--- src/rtl/core/rtot_pkg.sv ---
// Shared types and constants of the read-then-overwrite tracker.
// Used by the tracker cell and the top level; depends on nothing else.
package rtot_pkg;

  localparam int ENTRIES  = 256;
  localparam int CNT_W    = $clog2(ENTRIES + 1);
  localparam int SECTOR_W = 48;
  localparam int SEC_W    = 32;
  localparam int NSEC_W   = 30;
  localparam int BYTES_W  = 32;
  localparam int OW_W     = 32;
  localparam int SUM_W    = 48;
  localparam int USED_W   = 9;
  localparam int IN_DATA_W  = 144;
  localparam int OUT_DATA_W = 112;
  localparam int CFG_IDX_W  = 8;
  localparam int CFG_DATA_W = 32;

  localparam logic [1:0] KIND_READ  = 2'd0;
  localparam logic [1:0] KIND_WRITE = 2'd1;

  localparam logic [CFG_IDX_W-1:0] CFG_WIN_EN  = CFG_IDX_W'(0);
  localparam logic [CFG_IDX_W-1:0] CFG_WIN_END = CFG_IDX_W'(1);

  // Payload of one table entry; the valid bit travels beside it.
  typedef struct packed {
    logic [SECTOR_W-1:0] sector;
    logic [SEC_W-1:0]    first_sec;
    logic [NSEC_W-1:0]   first_nsec;
    logic [OW_W-1:0]     count;
    logic [SUM_W-1:0]    byte_sum;
  } entry_t;

  // Control broadcast from the sequencer to every cell.
  typedef struct packed {
    logic look;   // compare the broadcast sector
    logic upd;    // apply a write to the matching entry
    logic wr;     // current request is a write
    logic ins;    // shift the chain by one, new entry into cell 0
  } cell_ctrl_t;

endpackage

--- src/rtl/core/rtot_cell.sv ---
// One entry of the tracker table: holds the entry, compares the broadcast
// sector, applies writes, and hands its entry to the next cell on insert.
// Depends on rtot_pkg.
module rtot_cell
  import rtot_pkg::*;
(
  input  logic                clk,
  input  logic                rst_n,
  input  cell_ctrl_t          ctrl,
  input  logic [SECTOR_W-1:0] bc_sector,
  input  logic [BYTES_W-1:0]  bc_bytes,
  input  logic                prev_valid,
  input  entry_t              prev_ent,
  output logic                valid,
  output entry_t              ent,
  output logic                match,
  output logic [OW_W-1:0]     rep
);

  logic             valid_r;
  entry_t           ent_r;
  logic             match_r;
  logic [OW_W-1:0]  rep_r;
  logic [OW_W-1:0]  cnt_nxt;
  logic [SUM_W:0]   sum_wide;
  logic [SUM_W-1:0] sum_nxt;

  always_comb begin
    cnt_nxt  = (ent_r.count == '1) ? ent_r.count : ent_r.count + OW_W'(1);
    sum_wide = {1'b0, ent_r.byte_sum} + (SUM_W + 1)'(bc_bytes);
    // saturate the byte sum on carry out
    sum_nxt  = sum_wide[SUM_W] ? '1 : sum_wide[SUM_W-1:0];
  end

  always_ff @(posedge clk) begin
    if (!rst_n) begin
      valid_r <= 1'b0;
      match_r <= 1'b0;
    end else begin
      if (ctrl.ins) begin
        valid_r <= prev_valid;
      end
      if (ctrl.look) begin
        match_r <= valid_r && (ent_r.sector == bc_sector);
      end
    end
  end

  always_ff @(posedge clk) begin
    if (ctrl.ins) begin
      ent_r <= prev_ent;
    end else if (ctrl.upd && ctrl.wr && match_r) begin
      ent_r.count    <= cnt_nxt;
      ent_r.byte_sum <= sum_nxt;
    end
    if (ctrl.upd) begin
      if (!match_r) begin
        rep_r <= '0;
      end else if (ctrl.wr) begin
        rep_r <= cnt_nxt;
      end else begin
        rep_r <= ent_r.count;
      end
    end
  end

  assign valid = valid_r;
  assign ent   = ent_r;
  assign match = match_r;
  assign rep   = rep_r;

endmodule

--- config.mk ---
export PLATFORM = sky130hd
export DESIGN_NAME = rtot_cell
export DESIGN_NICKNAME = d
export VERILOG_FILES = /design/src/rtl/core/rtot_pkg.sv /design/src/rtl/core/rtot_cell.sv
export SDC_FILE = /design/constraint.sdc
export NUM_CORES = 1
export LEC_CHECK = 0
export BUFFER_PORTS_ARGS = -buffer_cell sky130_fd_sc_hd__buf_4
export CORE_AREA = 2 2 194 196
export DETAILED_ROUTE_END_ITERATION = 8
export DIE_AREA = 0 0 196 198
export PLACE_DENSITY = 0.65
export SYNTH_ARGS = -nofsm -noshare
export SYNTH_HDL_FRONTEND = slang
export SYNTH_SLANG_ARGS = --single-unit
--- constraint.sdc ---
create_clock -name clk -period 3.6 [get_ports clk]
set_clock_uncertainty 0.2 [all_clocks]
set_input_delay 0.72 -clock clk [delete_from_list [all_inputs] [get_ports clk]]
set_output_delay 0.72 -clock clk [all_outputs]
set_load 0.01 [all_outputs]
==> metrics.yaml, run 1 <==
die_area_um2: 38810
firstDrtPassIters: 5
post_drt_wl_per_cell_um: 21.38
grt_first_pass_wirelength_mm: 63.08
drt_wl_total_mm: 43.02
dieHeight_um: 198
postSynthCellCount: 989
period_needed_ps: 3324
power_density_nw_per_um2: 464.7
clkSlewWorstSetupHoldPaths_ps: 60
hold_viol: 0
area_growth_pct: 45.90
period_share_pct: 92.34
nFillCells: 3410
remaining_drc_errors: 0
ys.flop_type: "edfxtp_1"
p_leak_nw: 7.135
clkLatencyLatePin_ps: 550
netlist_area_um2: 11880
dp.cells: 1957
async_reset_ff_share_pct: 0
start_kind: "register"
cts_resized: 0
drv_cap: 0
synth.avg_cell_area_um2: 12.02
crit_path_top_delay_cell: "edfxtp_1"
cts_tree: "yes"
grt_max_degree: 194
timing.fmax_mhz: 300.8
synth-seq-cells: 224
syn-num-nets: 1300
synth_edf_count: 222
worst-setup-path-type: "register to register"
dpl.hpwl_mm: 33.01
ys_seq_area_share_pct: 56.43
grt_usage_pct: 21.38
setup_viol: 0
ant_nets: 0
cts_buffer_depth: 3
gp_congestion: 0.8585
cp_data_required_time_ps: 3690
grt_pass1_vias: 10335
postLayoutCellArea_um2: 17340
cts_hold_repair.buffers: 0
core_area_um2: 36960
critPathMaxStageDelay_ps: 430
worst_slack_ps: 275.6
cts_htree_levels: 1
grt_overflow: 0
cts_setup_buffers: 0
cts_buffers: 27
seq_area_um2: 6706
peakVddDrop_v: 0.0003384
root_buffer: "clkbuf_16"
crit_arrival_ps: 3420
multi_input_area_um2: 4847
via_count: 10268
dpl-instance-area_um2: 16350
rsz0062_at_grt: "no"
drt_iter0_markers: 598
critPathMaxFanout: 22
yosys_warnings: 0
routed_via_density: 5.103
status: "completed"
setup_tns_ps: 0
report.final.slew_viol_count: 0
antenna_found_initial: 5
cp_cell_sequence: "ha_1, fa_1, a211oi_2, o211ai_1, a21o_1, a2111oi_4, buf_4, o21ai_4, nor4b_1, nor3_1"
place_ws_ps: -99.36
worst_pin_slew_ps: 992.4
dieWidth_um: 196
rows: 71
nNetsFinal: 1823
portBuffers: 500
end_kind: "register"
finalNonFillerCells: 2012
io_pins: 501
slew_headroom_pct: 33.84
hold_class: "input port to register"
yosysUniqueCellTypes: 69
drive_gt1_share_pct: 39.92
clock-sinks: 224
initial_core_util_pct: 32.16
[flip-flops by register name, summed over array words and instances, names as in the netlist]
register / count
rep: 32
ent: 190
valid: 1
match: 1
[metal layers]
layer	share of wire, %	track usage [%]	vias up
met5	0	0	-
met4	2.1	6.566	0
met3	6.8	4.412	55
met2	51	37.42	404
met1	40	26.56	5006
li1	-	-	4803
[Yosys cell counts (all sizes together), types with 28 or more instances]
cell,instances,area (um^2)
nand3,43,220.2
o21ai,57,300.3
xnor2,96,840.8
and2,37,231.5
nand4,31,209.0
nand2,88,330.3
ha,33,412.9
edfxtp,222,6666
xor2,37,324.1
a21oi,30,150.1
and3,28,175.2
[cell families after synthesis]
kind of cell	synth area share, %
multiplexers	0.1685
flip-flops	56.43
AO/OA/AOI/OAI	13.53
AND/OR/NAND/NOR	13.58
adder cells (fa/ha/maj)	3.643
XOR/XNOR	9.802
buffers and inverters	2.843
[through the flow]
step / utilization (%) / power [mW] / hold slack, ps
floorplan: - / 4.177 / 349.9
global placement: 44.25 / 5.074 / 339.6
detailed placement: 44.25 / 5.086 / 345.2
CTS: 46.89 / 8.112 / 114.7
global route: 46.92 / 8.380 / 118.0
finish: 46.92 / 8.057 / 143.3
[report_power, final]
group	switching [mW]	total (mW)	internal, mW
Clock	1.18	3.00	1.82
Combinational	0.865	1.75	0.883
Sequential	0.180	3.30	3.12
Total	2.23	8.06	5.83
[worst max-delay path, delay by kind of cell (launching register included)]
family          cells  cell delay, ps
simple gates        2             420
fa+ha+maj           2             640
flops               1             430
buf+inv             1             200
compound gates      5            1180
[worst paths after layout]
kind	depth (start not counted)	to	start	slack, ps
max	10	ent[33]	ent[0]	280
min	1	ent[96]	prev_ent[96]	140
max reg2reg	10	ent[33]	ent[0]	280
min reg2reg	2	valid	valid	350
[cell usage in the layout, fill, tap and decap left out, types with 4 or more instances in the layout]
cell type,synthesis,final
and2_1,37,37
o31ai_1,4,4
a21oi_1,30,30
nand4_1,30,30
clkbuf_16,0,27
or3_1,4,4
nor2b_1,4,4
bufinv_16,0,6
o32ai_1,4,4
a211oi_1,14,14
and3_1,28,28
nand3_1,42,42
nor4b_1,4,4
buf_4,3,537
nand2_1,88,87
diode_2,0,5
o21a_1,8,8
inv_1,21,21
a21boi_0,6,6
nor4_1,6,6
buf_12,0,4
a221oi_1,6,6
o2111ai_1,5,5
xor2_1,37,37
a2bb2oi_1,27,27
clkinvlp_4,0,5
ha_1,33,33
edfxtp_1,222,222
nor3_1,13,13
o21ai_1,10,10
nor2_1,27,27
o211ai_1,6,6
a31oi_1,10,10
and4_1,4,4
xnor2_1,96,96
o21ai_0,45,45
or2_2,5,5
a21o_1,19,19
[final cells by class]
| type | instances | area share [%] |
|---|---|---|
| sequential | 224 | 38.68 |
| multi-input combinational | 695 | 27.96 |
| timing repair buffer | 542 | 23.78 |
| clock buffer | 28 | 3.918 |
| tap | 474 | 3.420 |
| clock inverter | 22 | 1.703 |
| inverter | 22 | 0.4763 |
| antenna | 5 | 0.07216 |
Power figures use the tool's default switching activity.
==> inputs of run 2 (changes only) <==
--- a/config.mk
+++ b/config.mk
@@ -5,7 +5,7 @@
 export SDC_FILE = /design/constraint.sdc
 export NUM_CORES = 1
 export LEC_CHECK = 0
-export BUFFER_PORTS_ARGS = -buffer_cell sky130_fd_sc_hd__buf_4
+export BUFFER_PORTS_ARGS = -buffer_cell sky130_fd_sc_hd__buf_2
 export CORE_AREA = 2 2 194 196
 export DETAILED_ROUTE_END_ITERATION = 8
 export DIE_AREA = 0 0 196 198
==> run 2 against run 1 <==
  * Final cell count rose by 0.30%
  * Critical path depth rose by 1
  * Global-route usage fell by 0.39 points
  * Power fell by 4.6%
  * Die area is the same
  * Via count rose by 1.0%
  * Sequential cell count unchanged
  * Largest cell class unchanged
==> metrics.yaml, run 2 (synthesis gave the netlist of run 1 again) <==
slew_headroom_pct: 39.99  # +6.1 points
drive_gt1_share_pct: 39.93  # about the same
cts_tree: "yes"
nNetsFinal: 1826  # +0.16%
peakVddDrop_v: 0.0003067  # -9.4%
r2r-start: "ent[0]"
worst-setup-path-type: "register to register"
hold_viol: 0  # unchanged
cts_resized: 0  # unchanged
clkSlewWorstSetupHoldPaths_ps: 70  # about the same
timing.fmax_mhz: 300.2  # -0.19%
worstHoldStart: "prev_ent[135]"
setup_tns_ps: 0  # unchanged
ant_nets: 0  # unchanged
largest_reg_flops: 190  # unchanged
rsz0062_at_grt: "no"
hold_class: "input port to register"
reg2regPathDepth: 11  # +1
layout_commonest_cell: "buf_2"
critPathMostFrequentCell: "buf_4"
cp_data_required_time_ps: 3680  # about the same
period_needed_ps: 3331  # +6.443 ps
gp_congestion: 0.8752  # +1.9%
critPathMaxFanout: 21  # -4.5%
antenna_found_initial: 16  # +11
clkLatencyLatePin_ps: 560  # about the same
p_leak_nw: 6.702  # -6.1%
io_pins: 501  # unchanged
end_kind: "register"
mostFrequentLayoutCells: "499 x buf_2, 222 x edfxtp_1, 96 x xnor2_1"
portBuffers: 500  # unchanged
remaining_drc_errors: 0  # unchanged
cts_htree_levels: 1  # unchanged
power_density_nw_per_um2: 479.0  # +3.1%
grt_pass1_vias: 10143  # -1.9%
drt_wl_total_mm: 42.55  # -1.1%
setup_viol: 0  # unchanged
routed_via_density: 5.141  # +0.74%
via_count: 10375  # +1.0%
grt_overflow: 0  # unchanged
dieWidth_um: 196  # unchanged
crit_arrival_ps: 3410  # about the same
min_path_cells: 1  # unchanged
root_buffer: "clkbuf_16"
drt_iter0_markers: 676  # +13%
grt_max_degree: 154  # -21%
period_share_pct: 92.52  # +0.18 points
post_drt_wl_per_cell_um: 21.09  # -1.4%
cp_cell_sequence: "ha_1, fa_1, a211oi_2, o211ai_1, a21o_1, a2111oi_4, buf_4, o21ai_4, buf_4, nor2_1, a221oi_1"
rows: 71  # unchanged
start_kind: "register"
drv_cap: 0  # unchanged
crit_path_top_delay_cell: "edfxtp_1"
area_growth_pct: 34.99
fin_hold_ws_ps: 131.6  # -11.77 ps
r2r_end: "ent[45]"
die_area_um2: 38810  # unchanged
dpl.hpwl_mm: 32.90  # -0.34%
initial_core_util_pct: 32.16  # unchanged
rrSetupSlack_ps: 270  # about the same
cts_buffers: 27  # unchanged
cts_hold_repair.buffers: 0  # unchanged
cts_setup_buffers: 0  # unchanged
report.final.slew_viol_count: 0  # unchanged
critPathMaxStageDelay_ps: 430  # about the same
worst_pin_slew_ps: 900.2  # -92.17 ps
grt_usage_pct: 21.00  # -0.39 points
firstDrtPassIters: 5  # unchanged
grt_first_pass_wirelength_mm: 61.96  # -1.8%
clock-sinks: 224  # unchanged
cts_buffer_depth: 3  # unchanged
dieHeight_um: 198  # unchanged
status: "completed"
core_area_um2: 36960  # unchanged
hold_end: "ent[135]"
run 2: cell types whose count changed in the layout (fill, tap and decap cells not counted), moves of 2 or more:
cell,previous run,this run
clkbuf_8,0,4
clkbuf_1,1,3
buf_4,537,42
clkinv_4,2,0
diode_2,5,9
buf_2,0,499
clkinv_2,3,6
clkinvlp_4,5,3
bufinv_16,6,3
run 2: area by class of cell:
cell class / count / area (um^2)
repair buffers: 545 / 2884
clock buffers: 34 / 742.0
multi-input cells: 695 / 4847
fillers: 3589 / 20910
well taps: 474 / 593.1
flip-flops and latches: 224 / 6706
inverters: 22 / 82.58
diodes: 9 / 22.52
clock inverters: 15 / 163.9
run 2: worst max-delay path by stage:
stage | start | end | slack [ps] | depth (start not counted)
2_1_floorplan | bc_bytes[0] | ent[42] | 100 | 9
3_3_place_gp | bc_bytes[0] | ent[17] | -60 | 11
3_5_place_dp | bc_bytes[0] | ent[17] | -120 | 11
4_1_cts | ent[0] | ent[17] | 270 | 10
5_1_grt | ent[0] | ent[35] | 60 | 10
6_report | ent[0] | ent[45] | 270 | 11
run 2: worst max-delay path: cells and delay by family, from the launching register on:
kind                     cells  cell delay (ps)
flip-flops                   1              430
adder cells (fa/ha/maj)      2              650
buffers and inverters        2              390
AND/OR/NAND/NOR              1               90
AO/OA/AOI/OAI                6             1280
run 2: stage by stage:
step                worst slack (ps)  utilization, %  cell area (um^2)  total power [mW]  instances
floorplan                      104.2               -             11890             4.177        989
global placement              -60.84           40.90             15110             4.876       1960
detailed placement            -115.0           40.90             15110             4.891       1960
CTS                            265.8           43.35             16020             7.728       2009
global route                   55.73           43.41             16040             7.998       2018
finish                         269.2           43.41             16040             7.684       2018
run 2: power by group:
group / internal (mW) / switching, mW
Combinational: 0.701 / 0.859
Clock: 1.67 / 1.15
Sequential: 3.12 / 0.172
run 2: layer usage:
layer	routed length, um	track usage, %	up-vias
li1	-	-	4809
met1	16930	26.42	5018
met2	20890	35.52	471
met3	3406	4.718	75
met4	1307	7.492	2
met5	13	0	-
